===== src/design/sap_box_ram.sv =====
`timescale 1ns / 1ps

module sap_box_ram #(
    parameter int DEPTH = 16,
    parameter int WIDTH = 96
)
(
    input  logic                     clk,
    input  logic                     we,
    input  logic [$clog2(DEPTH)-1:0] waddr,
    input  logic [WIDTH-1:0]         wdata,
    input  logic [$clog2(DEPTH)-1:0] raddr,
    output logic [WIDTH-1:0]         rdata
);

    logic [WIDTH-1:0] mem [DEPTH];
    logic [WIDTH-1:0] rdata_reg;

    always_ff @(posedge clk)
    begin
        if (we)
        begin
            mem[waddr] <= wdata;
        end
        rdata_reg <= mem[raddr];
    end

    assign rdata = rdata_reg;

endmodule


===== config.mk =====
export PLATFORM = sky130hd
export DESIGN_NAME = sap_box_ram
export DESIGN_NICKNAME = d
export VERILOG_FILES = /design/src/design/sap_box_ram.sv
export SDC_FILE = /design/constraint.sdc
export NUM_CORES = 1
export LEC_CHECK = 0
export BUFFER_PORTS_ARGS = -buffer_cell sky130_fd_sc_hd__buf_2
export CORE_ASPECT_RATIO = 1.2
export CORE_MARGIN = 3
export CORE_UTILIZATION = 25
export DETAILED_ROUTE_END_ITERATION = 10
export GPL_TIMING_DRIVEN = 1
export PLACE_DENSITY = 0.39
export SLEW_MARGIN = 15
export SYNTH_ARGS = -nofsm -noshare
export SYNTH_HDL_FRONTEND = slang
export SYNTH_SLANG_ARGS = --single-unit

===== constraint.sdc =====
create_clock -name clk -period 19.9 [get_ports clk]
set_input_delay 1.99 -clock clk [delete_from_list [all_inputs] [get_ports clk]]
set_output_delay 1.99 -clock clk [all_outputs]
set_load 0.005 [all_outputs]

; Yosys cells after proc, flatten, opt, wreduce, memory -nomap -nowiden
; Memory sizes are Yosys's and may differ from the RTL's. A register that Yosys moved wholly into a read port is not among the register bits.
; Index checks and enable logic that the tools add are counted.
[totals]
regBits = 0
latchBits = 0
ram_bits = 1536
rom_bits = 0
in_bits = 106
out_inout_bits = 96
memories = 1
[memory_table]
columns = memory, words, width, read_ports, rd_clocked_by_memory_dff, wr, line
row1 = mem, 16, 96, 1, 1, 1, 16  ; logic [WIDTH-1:0] mem [DEPTH];
[classes]
add_sub_neg = 0
multipliers = 0
n_div = 0
n_lt_le_gt_ge = 0
n_eq_ne = 0
n_shift = 0
n_mux = 2
bitwise_logic = 0
reduce_logical = 0
[op_table]
columns = cell, count
row1 = 1-bit two-way mux, 2

; Longest topological paths before layout
; Gate-level depths: netlist of run 1.
[logic_depth]
ltp_word = 2
ltp_mapped = 6
mapped_depth_nobuf = 3

; Worst setup path after synthesis of run 1
; No wires, ideal clock.
[synth_path]
path_kind = input -> register
startpoint = in waddr[2]
endpoint = mem mem[0][0] (enable)
setup_ns = 0.670
t_arrival_ns = 8.998
t_required_ns = 19.230
slack_ns = 10.232
cell_stages = 2
n_path_buf = 0
cell_sequence = or3b_2 > nor3_1
[synth_rtl]
columns = element, line
row1 = start: declaration, 10  ; input logic [$clog2(DEPTH)-1:0] waddr,
row2 = end: declaration, 16
; Straight into the memory's write port.

==> results.toml, run 1 <==
[critical_path]
crit_fanout = 93
worstRegToRegCells = 3
start_kind = "input pin"
arrival_ns = 6.21
worstSetupPathType = "in2reg"
cp.required_ns = 20.61
crit_path_end_kind = "flip-flop"

[clock_tree]
postCtsSetupBuffers = 0
cts_tree = "yes"
cts_hold_buf = 0
h-tree-depth = 4
clk_latency_ns = 0.80
cts.path.max_buffers = 3
clk_pin_slew_ns = 0.06
clock-sinks = 1632
tritoncts.num_buffers = 175
ctsResizeCount = 0
root_buffer = "clkbuf_16"

[outcome]
outcome = "finished clean"

[route]
drt-pass1-iter-count = 5
finalWirelength_um = 164000
wire_per_inst_um = 26.9
viasPerCell = 4.47
ant_nets = 0
drc = 0
drt_iter0_drc = 2042
num_vias = 27200

[cells_and_area]
num-nets-final = 2880
layout_commonest_cell = "edfxtp_1"
final_layout_size_suffix_gt1_frac = 0.320
syn2layout_area_growth_pct = 18.0
design_area_mm2 = 0.0700
largest_reg_flops = 1536
fillers = 22900
final_cell_mix = "1536 x edfxtp_1, 384 x mux4_2, 199 x buf_2, 192 x a22oi_1, 177 x clkbuf_16"

[timing]
finalHoldViolations = 0
rsz0062_at_grt = "no"
worstMarginPinSlew_ns = 1.10
slew_headroom = 0.268
min_period_over_period = 0.276
final-setup-viol-count = 0
maxSlewViolCount = 0
fmax_mhz = 182
skew_ns = 0.0551
period_needed_ns = 5.50
finalSetupTns_ns = 0

[grt]
grt_busiest_layer = "met2"
met1_usage = 0.177
grt_pass1_vias = 29700
grt_use_total = 0.134
use_met2 = 0.225
met3_usage = 0.0258
grt_antenna_before_repair = 52
grt-ovfl-total = 0
grt_pass1_wl_um = 231000
grt_start_max_net_pins = 140

[placement]
portBuffers = 201
gp_congestion = 0.680
postPlaceCellArea_mm2 = 0.0643
post-dp-hpwl_um = 84200

[floorplanning]
die_area_mm2 = 0.243
rows = 195
ioPinCount = 202
dieHeight_um = 540
start_util = 0.252
coreArea_mm2 = 0.236
die_x_um = 451

[yosys]
synth_warnings = 0
synth-seq-cells = 1632
yosys.cell_types.count = 18
avgSynthCellArea_um2 = 24.1
netlist_instances = 2460
syn_area_mm2 = 0.0594
ys_seq_area_frac = 0.809
syn_nets = 2566

[pwr]
peakVddDrop_v = 0.0000628
powerDensity_mw_per_mm2 = 106
leakage_nw = 22.0

[min_path]
hold-path-cell-count = 3
hp-class = "reg2reg"

[job]
drv.max_cap_violation_count = 0
## final cells by class
type                            instances  area, um2  share of cell area
Antenna cell                           15       37.5            0.000536
Clock buffer                          233       4850              0.0693
Clock inverter                         96        867              0.0124
Multi-Input combinational cell        699      10700               0.153
Sequential cell                      1632      48000               0.686
Tap cell                             3152       3940              0.0563
Timing Repair Buffer                  266       1560              0.0223
## routing by layer
metal / vias up / routed length (um)
met5: - / 50
met4: 10 / 3590
met3: 255 / 8180
met2: 709 / 81100
met1: 15000 / 71200
li1: 11200 / -
## Yosys cell counts
| library cell | n | area (um2) |
|---|---|---|
| or3b_2 | 1 | 8.76 |
| buf_4 | 19 | 143 |
| buf_2 | 11 | 55.1 |
| and2_1 | 1 | 6.26 |
| clkbuf_1 | 46 | 173 |
| mux4_2 | 384 | 8650 |
| nor2b_1 | 2 | 12.5 |
| dfxtp_1 | 96 | 1920 |
| nand2b_1 | 2 | 12.5 |
| nand2_1 | 97 | 364 |
| edfxtp_1 | 1536 | 46100 |
| a22oi_1 | 192 | 1440 |
| nand3_1 | 1 | 5.00 |
| nor2_1 | 13 | 48.8 |
| buf_1 | 32 | 120 |
| nand3b_1 | 2 | 15.0 |
| nor3_1 | 4 | 20.0 |
| buf_6 | 21 | 236 |
## power by group
| part | total (W) | internal (W) | switching [W] |
|---|---|---|---|
| combinational | 0.000335 | 0.000131 | 0.000203 |
| sequential | 0.00388 | 0.00384 | 0.0000339 |
| clock | 0.00319 | 0.00184 | 0.00135 |
## worst paths after layout
path	slack, ns	start	end
max reg2reg	18.46	mem[10][95]	rdata[95]
max	14.40	raddr[0]	rdata[17]
min	0.64	mem[7][26]	rdata[26]
min reg2reg	0.64	mem[7][26]	rdata[26]
## worst max-delay path: stages
cell and delay [ns]:
buf_8 0.70, buf_12 0.65, buf_4 0.92, buf_4 0.83, mux4_2 0.59, a22oi_1 0.24, nand2_1 0.09
## stage by stage
stage / utilization / setup slack [ns] / total power [W] / cells / hold slack, ns
floorplan: - / 10.23 / 0.00412 / 2460 / 0.635
global placement: 0.273 / 13.38 / 0.00429 / 5749 / 0.653
detailed placement: 0.273 / 13.31 / 0.00430 / 5749 / 0.660
CTS: 0.297 / 14.20 / 0.00753 / 6078 / 0.634
global route: 0.297 / 13.86 / 0.00769 / 6081 / 0.680
finish: 0.297 / 14.40 / 0.00740 / 6093 / 0.641
## cells by family after synthesis
| group | count (synthesis) | share of synthesized area |
|---|---|---|
| AND/OR/NAND/NOR | 123 | 0.00831 |
| AO/OA/AOI/OAI | 192 | 0.0243 |
| buffers and inverters | 129 | 0.0122 |
| multiplexers | 384 | 0.146 |
| flip-flops | 1632 | 0.809 |
Note: power is estimated with default switching activity, not from simulation.
==> inputs of run 2 (changes only) <==
==> constraint.sdc (replaced) <==
create_clock -name clk -period 5.2 [get_ports clk]
set_input_delay 0.52 -clock clk [delete_from_list [all_inputs] [get_ports clk]]
set_output_delay 0.52 -clock clk [all_outputs]
set_load 0.005 [all_outputs]
==> run 2 against run 1 <==
  * Clock skew is 0.021 ns lower
  * Combinational power rose to 3.9 times the previous value
  * Setup slack worse by 11 ns
  * Largest power group unchanged
  * Die area did not move
  * Global-route usage hardly changed
  * Utilization increased by 0.19 points
  * Worst hold slack worse by 0.55 ns
  * Sequential power rose to 3.8 times the previous value
  * Largest cell class unchanged
  * First-iteration DRC count increased by 4.5%
  * Final area is 0.63% higher
  * Clock power grew to 3.8 times the previous value
  * Critical path depth decreased by 2
==> results.toml, run 2 (same netlist as run 1, synthesis figures left out) <==
[timing]
holdWs_ns = 0.0944
skew_ns = 0.0340
maxSlewViolCount = 0
final-setup-viol-count = 0
fmax_mhz = 479
layout_setup_ws_ns = 3.11
min_period_over_period = 0.401
finalHoldViolations = 0
rsz0062_at_grt = "no"
worstMarginPinSlew_ns = 1.11
slew_headroom = 0.261
period_needed_ns = 2.09

[placement]
gp_congestion = 0.688
pre_cts_ws_ns = 2.29
postPlaceCellArea_mm2 = 0.0647
portBuffers = 201
post-dp-hpwl_um = 79700

[pwr]
total_power_w = 0.0284
leakage_nw = 22.0
powerDensity_mw_per_mm2 = 403
peakVddDrop_v = 0.000315

[floorplanning]
start_util = 0.252
die_x_um = 451
ioPinCount = 202
rows = 195
die_area_mm2 = 0.243
dieHeight_um = 540
coreArea_mm2 = 0.236

[grt]
grt_start_max_net_pins = 97
grt_pass1_wl_um = 230000
grt_use_total = 0.134
grt_antenna_before_repair = 47
grt_pass1_vias = 29500
grt-ovfl-total = 0

[min_path]
hp-class = "in2reg"
min_to = "mem[4][12]"
hold-path-cell-count = 1
hp-start = "wdata[12]"

[critical_path]
rr_endpoint = "rdata[66]"
cp.required_ns = 5.87
timing.rr.start = "mem[0][66]"
worstSetupPathType = "in2reg"
start_kind = "input pin"
crit_fanout = 92
r2r_setup_slack_ns = 3.78
crit_path_end_kind = "flip-flop"
worstRegToRegCells = 3
arrival_ns = 2.75

[cells_and_area]
largest_reg_flops = 1536
num-nets-final = 2881
design_area_mm2 = 0.0705
layout_commonest_cell = "edfxtp_1"
syn2layout_area_growth_pct = 18.7
final_cell_mix = "1536 x edfxtp_1, 384 x mux4_2, 199 x buf_2, 192 x a22oi_1, 174 x clkbuf_16"
final_layout_size_suffix_gt1_frac = 0.314

[clock_tree]
ctsResizeCount = 0
h-tree-depth = 4
root_buffer = "clkbuf_16"
cts_hold_buf = 10
clk_pin_slew_ns = 0.06
clk_latency_ns = 0.80
cts.path.max_buffers = 3
tritoncts.num_buffers = 172
cts_tree = "yes"
clock-sinks = 1632
postCtsSetupBuffers = 0

[route]
drt-pass1-iter-count = 5
wire_per_inst_um = 26.9
finalWirelength_um = 164000
ant_nets = 0
drt_iter0_drc = 2134
num_vias = 27000
drc = 0
viasPerCell = 4.44

[job]
drv.max_cap_violation_count = 0

[outcome]
outcome = "finished clean"
## run 2: cell count changes in the layout (fill, tap and decap cells not counted), moves of 9 or more
cell | previous run | this run
clkinv_1 | 28 | 37
clkinv_2 | 40 | 30
buf_4 | 61 | 21
clkbuf_8 | 21 | 12
dlygate4sd3_1 | 0 | 10
buf_12 | 4 | 38
## run 2: worst max-delay path by stage
stage	start	end	slack [ns]	depth (start not counted)
5_1_grt	raddr[0]	rdata[16]	3.00	5
2_1_floorplan	waddr[2]	mem[1][0]	-0.42	2
3_5_place_dp	raddr[1]	rdata[56]	2.29	5
4_1_cts	rdata[8]	rdata[8]	3.01	1
6_report	raddr[1]	rdata[56]	3.11	5
3_3_place_gp	raddr[0]	rdata[54]	2.29	5
## run 2: metal layers
metal  wire (um)  vias to the layer above  track usage
met5         125                        -            0
met2       80100                      619        0.221
met3        9020                      265       0.0305
met1       70800                    14900        0.177
li1            -                    11200            -
met4        3810                       22       0.0350
## run 2: worst max-delay path, stage by stage
cell,delay [ns]
buf_8,0.63
buf_4,0.62
mux4_2,0.39
a22oi_1,0.28
nand2_1,0.11
## run 2: report_power, final
part           internal [W]  switching (W)  total [W]
clock network       0.00712        0.00513     0.0122
registers            0.0147       0.000129     0.0148
logic              0.000525       0.000785    0.00131
## run 2: final cells by class
| class | count | area [um2] |
|---|---|---|
| Sequential cell | 1632 | 48000 |
| Clock buffer | 214 | 4620 |
| Tap cell | 3152 | 3940 |
| Timing Repair Buffer | 270 | 2040 |
| Antenna cell | 16 | 40.0 |
| Clock inverter | 104 | 1020 |
| Fill cell | 22800 | 165000 |
| Multi-Input combinational cell | 699 | 10700 |
## run 2: metrics by stage
step	instances	utilization	TNS, ns
after global placement	5743	0.274	0
after floorplan	2460	-	-121.08
after global routing	6073	0.299	0
after detailed placement	5743	0.274	0
final	6087	0.299	0
after CTS	6071	0.299	0
