[src/design/sap_pkg.sv]
`timescale 1ns / 1ps

package sap_pkg;

    localparam int MAX_BOXES_DEF  = 16;
    localparam int COORD_BITS_DEF = 16;

    localparam int INDEX_W = 4;
    localparam int MASK_W  = 16;
    localparam int AXIS_W  = 2;

    localparam logic [AXIS_W-1:0] AXIS_X = 2'd0;
    localparam logic [AXIS_W-1:0] AXIS_Y = 2'd1;
    localparam logic [AXIS_W-1:0] AXIS_Z = 2'd2;

    typedef struct packed {
        logic start;
        logic clear;
    } stats_ctrl_t;

    typedef struct packed {
        logic              busy;
        logic              done;
        logic [AXIS_W-1:0] axis;
    } stats_stat_t;

endpackage

[src/design/sap_stats.sv]
`timescale 1ns / 1ps

module sap_stats import sap_pkg::*; #(
    parameter int MAX_BOXES  = MAX_BOXES_DEF,
    parameter int COORD_BITS = COORD_BITS_DEF
)
(
    input  logic                               clk,
    input  logic                               rst_n,
    input  logic                               sample,
    input  logic [6*COORD_BITS-1:0]            box,
    input  logic [$clog2(MAX_BOXES+1)-1:0]     n,
    input  stats_ctrl_t                        ctrl,
    output stats_stat_t                        stat
);

    localparam int CB  = COORD_BITS;
    localparam int CW  = $clog2(MAX_BOXES + 1);
    localparam int SW  = CB + 1 + CW;
    localparam int SQW = 2 * CB + 2 + CW;
    localparam int P   = SQW + CW;

    logic                    v1_reg;
    logic                    v2_reg;
    logic signed [CB:0]      d_reg     [3];
    logic signed [CB:0]      d2_reg    [3];
    logic [2*CB+1:0]         sq_reg    [3];
    logic signed [SW-1:0]    sum_reg   [3];
    logic [SQW-1:0]          sqsum_reg [3];

    logic                    run_reg;
    logic                    ph_reg;
    logic [1:0]              k_reg;
    logic [P-1:0]            p1_reg;
    logic [P-1:0]            p2_reg;
    logic signed [P:0]       best_reg;
    logic [AXIS_W-1:0]       best_axis_reg;
    logic                    done_reg;

    logic signed [SW-1:0]    sum_sel;
    logic [SQW-1:0]          sqsum_sel;
    logic signed [P:0]       score;

    assign sum_sel   = sum_reg[k_reg];
    assign sqsum_sel = sqsum_reg[k_reg];
    assign score     = $signed({1'b0, p1_reg}) - $signed({1'b0, p2_reg});

    // centre pipeline: doubled centre, square, accumulate
    always_ff @(posedge clk)
    begin
        for (int k = 0; k < 3; k++)
        begin
            d_reg[k]  <= $signed({box[k*CB+CB-1], box[k*CB +: CB]})
                       + $signed({box[(3+k)*CB+CB-1], box[(3+k)*CB +: CB]});
            d2_reg[k] <= d_reg[k];
            sq_reg[k] <= $unsigned((2*CB+2)'(d_reg[k]) * (2*CB+2)'(d_reg[k]));
        end
    end

    always_ff @(posedge clk or negedge rst_n)
    begin
        if (!rst_n)
        begin
            v1_reg <= 1'b0;
            v2_reg <= 1'b0;
            for (int k = 0; k < 3; k++)
            begin
                sum_reg[k]   <= '0;
                sqsum_reg[k] <= '0;
            end
        end
        else
        begin
            v1_reg <= sample;
            v2_reg <= v1_reg;
            for (int k = 0; k < 3; k++)
            begin
                if (ctrl.clear)
                begin
                    sum_reg[k]   <= '0;
                    sqsum_reg[k] <= '0;
                end
                else if (v2_reg)
                begin
                    sum_reg[k]   <= sum_reg[k] + SW'(d2_reg[k]);
                    sqsum_reg[k] <= sqsum_reg[k] + SQW'(sq_reg[k]);
                end
            end
        end
    end

    // score = n * sum(d*d) - (sum d)^2, axes x, y, z in turn: products, then compare
    always_ff @(posedge clk)
    begin
        if (run_reg && !ph_reg)
        begin
            p1_reg <= P'(n) * P'(sqsum_sel);
            p2_reg <= $unsigned(P'(sum_sel) * P'(sum_sel));
        end
        if (run_reg && ph_reg && (k_reg == 2'd0 || score > best_reg))
        begin
            best_reg <= score;
        end
    end

    always_ff @(posedge clk or negedge rst_n)
    begin
        if (!rst_n)
        begin
            run_reg       <= 1'b0;
            ph_reg        <= 1'b0;
            k_reg         <= '0;
            best_axis_reg <= AXIS_X;
            done_reg      <= 1'b0;
        end
        else
        begin
            done_reg <= 1'b0;
            if (ctrl.start)
            begin
                run_reg <= 1'b1;
                ph_reg  <= 1'b0;
                k_reg   <= '0;
            end
            else if (run_reg)
            begin
                ph_reg <= !ph_reg;
                if (ph_reg)
                begin
                    if (k_reg == 2'd0 || score > best_reg)
                    begin
                        best_axis_reg <= k_reg;
                    end
                    if (k_reg == 2'd2)
                    begin
                        run_reg  <= 1'b0;
                        done_reg <= 1'b1;
                    end
                    else
                    begin
                        k_reg <= k_reg + 2'd1;
                    end
                end
            end
        end
    end

    assign stat.busy = v1_reg | v2_reg;
    assign stat.done = done_reg;
    assign stat.axis = best_axis_reg;

    a_done_pulse: assert property (@(posedge clk) disable iff (!rst_n)
        done_reg |=> !done_reg)
        else $error("axis done held longer than one cycle");

    a_start_drained: assert property (@(posedge clk) disable iff (!rst_n)
        ctrl.start |-> !(v1_reg || v2_reg))
        else $error("axis pick started with centre pipeline busy");

    a_axis_range: assert property (@(posedge clk) disable iff (!rst_n)
        run_reg |-> k_reg != 2'd3)
        else $error("axis counter out of range");

endmodule

[config.mk]
export PLATFORM = sky130hd
export DESIGN_NAME = sap_stats
export DESIGN_NICKNAME = d
export VERILOG_FILES = /design/src/design/sap_pkg.sv /design/src/design/sap_stats.sv
export SDC_FILE = /design/constraint.sdc
export NUM_CORES = 2
export LEC_CHECK = 0
export BUFFER_PORTS_ARGS = -buffer_cell sky130_fd_sc_hd__buf_2
export CAP_MARGIN = 10
export CORE_AREA = 3 3 404 406
export DETAILED_ROUTE_END_ITERATION = 7
export DIE_AREA = 0 0 407 409
export PLACE_DENSITY = 0.65
export SYNTH_ARGS = -nofsm -noshare
export SYNTH_HDL_FRONTEND = slang
export SYNTH_SLANG_ARGS = --single-unit
[constraint.sdc]
create_clock -name clk -period 9.8 [get_ports clk]
set_input_delay 1.96 -clock clk [delete_from_list [all_inputs] [get_ports clk]]
set_output_delay 1.96 -clock clk [all_outputs]
set_load 0.01 [all_outputs]
After elaboration in Yosys (flattened, before gate mapping)

Memory sizes are Yosys's and may differ from the RTL's.
Index checks and enable logic that the tools add are counted.

Divide/modulo/power cells: 0
Reductions and logical operators: 11
Bitwise gates (word level): 3
Add/subtract/negate cells: 11
$mul: 5
Shifts and indexed selects: 0
Muxes and demuxes: 32
$lt $le $gt $ge: 2
Equal/unequal tests: 2

Operators with widths:

| operator              | number |
|---|---|
| $mux W39              | 8 |
| $mux W22              | 8 |
| $add A39 B34 Y39      | 3 |
| $mul A17 B17 Y34      | 3 |
| $bmux W39 S2          | 1 |
| $add A22 B17 Y22      | 3 |
| $add A16 B16 Y17      | 3 |
| $gt A45 B45 Y1        | 1 |
| $sub A44 B44 Y45      | 1 |
| $bmux W22 S2          | 1 |
| $mul A22 B22 Y44      | 1 |
| $mul A5 B39 Y44       | 1 |
| $mux W1               | 10 |
| $mux W2               | 4 |
| $reduce_bool A2 Y1    | 3 |
| $reduce_and A4 Y1     | 1 |
| $ge A3 B3 Y1 const B  | 1 |
| $logic_and A1 B1 Y1   | 3 |
| $not A2 Y3            | 1 |
| $reduce_and A3 Y1     | 1 |
| $add A2 B1 Y2 const B | 1 |
| $eq A2 B2 Y1 const B  | 1 |
| $logic_not A2 Y1      | 1 |
| $ne A2 B2 Y1 const B  | 1 |
| other kinds (4)       | 4 |

Latch bits: 0
Word-level logic and storage cells: 85
Memory bits (read-only): 0
Memories: 3
Output and inout port bits: 4
Flip-flop bits (word level): 325
Input port bits: 106
Memory bits (writable): 204

Memory list:

| name   | depth | width | read ports | clocked after memory_dff | wr ports | line            | text |
|---|---|---|---|---|---|---|---|
| sq_reg | 3     | 34    | 3          | 0                        | 3        | sap_stats.sv:27 | `logic [2*CB+1:0] sq_reg [3];` |
| d2_reg | 3     | 17    | 3          | 0                        | 3        | sap_stats.sv:26 | `logic signed [CB:0] d2_reg [3];` |
| d_reg  | 3     | 17    | 3          | 0                        | 3        | sap_stats.sv:25 | `logic signed [CB:0] d_reg [3];` |

Longest topological paths before layout

Word-level depth: 5
Depth in mapped cells: 34
Depth with buffers taken out: 30

Worst setup path before layout

OpenSTA, ideal clock, no wires.

Path type: reg2reg
Start point: register k_reg[0]
End point: register p2_reg[42] (data pin)
Path slack: 1608 ps
Buffers on the path: 4
Setup time: 258 ps
Data arrival time: 7935 ps
Period minus slack after synthesis: 8192 ps
Required time: 9542 ps
Stages on the path, launching flop included: 33
Cells stage by stage: dfrtp_1 > clkbuf_1 > buf_1 > mux2i_1 > nor2_1 > a21oi_1 > inv_1 > clkbuf_1 > nand2_1 > fa_1 > fa_1 > inv_1 > fa_1 > inv_1 > fa_1 > inv_1 > fa_1 > fa_1 > inv_1 > fa_1 > inv_1 > ha_1 > buf_6 > a2111oi_4 > o31ai_1 > o22ai_1 > a21oi_1 > a221o_1 > a21oi_4 > o311ai_1 > a31o_1 > a21oi_2 > xnor2_1

Longest elaborated chain between the ends: 5

Ends and longest elaborated chain:

| item                                        | line             | text |
|---|---|---|
| start: declaration                          | sap_stats.sv:33  | `logic [1:0] k_reg;` |
| start signal: assignment                    | sap_stats.sv:141 | `k_reg <= k_reg + 2'd1;` |
| $not A2 Y3 (implied by the code)            | sap_stats.sv:44  | `assign sum_sel = sum_reg[k_reg];` |
| $bmux W22 S2                                | sap_stats.sv:44  |  |
| $mux W22 (implied by the code) (2 in a row) | sap_stats.sv:44  |  |
| $mul A22 B22 Y44                            | sap_stats.sv:98  | `p2_reg <= $unsigned(P'(sum_sel) * P'(sum_sel));` |
| end signal: assignment                      | sap_stats.sv:98  |  |
| end: declaration                            | sap_stats.sv:35  | `logic [P-1:0] p2_reg;` |

No other way between the ends. The select of a mux whose other input is x is not followed.
A chain may end at the register's enable or synchronous reset.

Worst setup path in the final report

Start point: register k_reg[0]
End point: register p2_reg[43] (data pin)

Same word-level chain as after synthesis.

==> results.md <==
* Final setup fails at 0
* Worst Setup SP: k_reg[0]
* Antenna violations before repair at 6
* FFs w/ async S/R, synth at 0.368
* WP buf/inv at 7
* Crit path capture type: register
* Row count at 147
* Setup Fix Bufs, Post-CTS at 0
* CTS buffer count at 69
* Top cell family by delay on the critical path: adder cells
* Max capacitance violation total at 0
* Die height at 409 um
* Mapped Cells at about 8400
* Final Hold Viols at 0
* CTS clk-pin slew, worst paths at ~60 ps
* Global route overflow at 0
* Drt wl/cell at 18.5 um
* Worst-skew pair later-pin latency at 670 ps
* Startpoint types: register
* CP max-delay cell: dfrtp_4
* Die W at 407 um
* RSZ-0062 raised after global routing: no
* Max Fanout on Critical Path at 27
* Sequential area share after synthesis at 0.160
* Gr usage total at 0.245
* Crit path kind: register to register
* Nets@finish at 10700
* Layout cells sized above 1 at 0.0460
* Yosys warning count at 0
* Commonest non-fill, non-tap cell in the layout: inv_1
* CTS sink count at 522
* Period utilisation layout at 0.932
* Clk_skew at 28.7 ps
* DRT Pass-1 Iters at 6
* Register bit total from synthesis at 522
* Largest net degree at the start of global routing at 77
* R2r startpoint: k_reg[0]
* Worst path max stage delay at 670 ps
* ANT nets after route at 0
* Vias at 57100
* Vias per inst at 5.34
* CTS root buffer: clkbuf_16
* Number of flip-flops in the largest register at 117
* Die area at 166000 um2
* Hold-fix buffers at CTS at 0
* Post-detail-place hpwl at 162 mm
* CTS tree: done
* Syn Nets at roughly 11000
* Tmin final at 9130 ps
* Core box area at 160000 um2
* Commonest cells after routing, fill and taps aside: inv_1 (1781), fa_1 (1392), ha_1 (752)
* Number of global-route vias before repair at 60700
* IO Count at 110
* Final WL at between 150 and 200 mm
* CP Data Arrival Time at 9500 ps
* First-pass GRT wire length at about 320 mm
* Setup TNS at 0 ps
* Area Overhead vs Synth at 6.98%
* Maximum clock rate at 110 MHz
* Starting Density at 0.498
* Unique masters post-synth at 94
* Syn_area_per_cell at between 9 and 10 um2
* Top FF cell, synth: dfxtp_1
* IO buf count at 109
* Detailed-route DRC error count at 0
* Initial detailed-routing violation count at 3387
* Clock buffer depth at 3
* Min-delay worst type: register to register
* Least-Margin Pin Slew at 1360 ps
* CP Data Required Time at 10170 ps
* Resized cells post-CTS at 0
* Mapped Area at 79800 um2
* Htree depth at 3
* Relative slew slack at 0.0819
* GP Congestion at 0.946
* Pre-CTS setup slack at about 320 ps
* Post-route setup slack at roughly 670 ps
* Hold Startpoint: v1_reg
* Fin. max-slew vios at 0
* Status: completed
* EDFF count, synth at around 130
==> cell usage after synthesis, drive strengths merged, types with 66 or more instances <==
cell,number,share of area
inv,1782,0.084
fa,1392,0.35
ha,752,0.12
nand2,750,0.035
nor2,495,0.023
a21oi,366,0.023
xnor2,323,0.035
and2,293,0.023
o21ai,253,0.016
a21o,210,0.020
dfxtp,198,0.050
dfrtp,192,0.060
clkbuf,178,0.0084
edfxtp,132,0.050
mux2i,131,0.016
xor2,116,0.013
nand3,80,0.0050
nand2b,66,0.0052
nor3,66,0.0041
==> kinds of logic (layout without fill, tap and decap cells) <==
group | after synthesis | count (layout) | share of synthesized area
AO/OA/AOI/OAI | 1229 | 1229 | 0.102
multiplexers | 137 | 137 | 0.0173
XOR/XNOR | 439 | 439 | 0.0482
other | 0 | 4 | 0
flip-flops | 522 | 522 | 0.160
buffers and inverters | 1983 | 2097 | 0.0935
AND/OR/NAND/NOR | 1958 | 1958 | 0.113
adder cells (fa/ha/maj) | 2144 | 2144 | 0.467
==> path summary, 6_finish.rpt <==
path / end / slack [ps] / depth (start not counted)
setup / recovery: p2_reg[43] / 670 / 28
hold / removal: v2_reg / 370 / 0
setup reg to reg: p2_reg[43] / 670 / 28
hold reg to reg: v2_reg / 370 / 0
max in group asynchronous: v2_reg / 6890 / 2
min in group asynchronous: sqsum_reg[69] / 1340 / 1
==> stage by stage <==
step	area, um2	std cells	hold slack (ps)	util
final	85400	10700	372	0.533
after global routing	85400	10700	376	0.533
after CTS	85300	10700	374	0.533
after detailed placement	82900	10600	358	0.517
after global placement	82900	10600	352	0.517
after floorplan	79800	8412	329	-
==> per-layer routing <==
metal | GRT usage | part of all wire | vias to the layer above
met3 | 0.0295 | 0.052 | 325
met2 | 0.418 | 0.49 | 1421
li1 | - | - | 26700
met4 | 0.0761 | 0.035 | 0
met1 | 0.325 | 0.43 | 28700
met5 | 0 | 0 | -
==> cell type report <==
| cell class | count | area (um2) |
|---|---|---|
| Clock buffer | 91 | 2030 |
| Inverter | 1788 | 6710 |
| Fill cell | 14600 | 74800 |
| Sequential cell | 522 | 12700 |
| Timing Repair Buffer | 181 | 1100 |
| Antenna cell | 4 | 10.0 |
| Tap cell | 2160 | 2700 |
| Multi-Input combinational cell | 5907 | 59700 |
| Clock inverter | 37 | 422 |
Power is not shown: default switching activity piles up to over one toggle a cycle in this logic, so the estimate is an artifact.
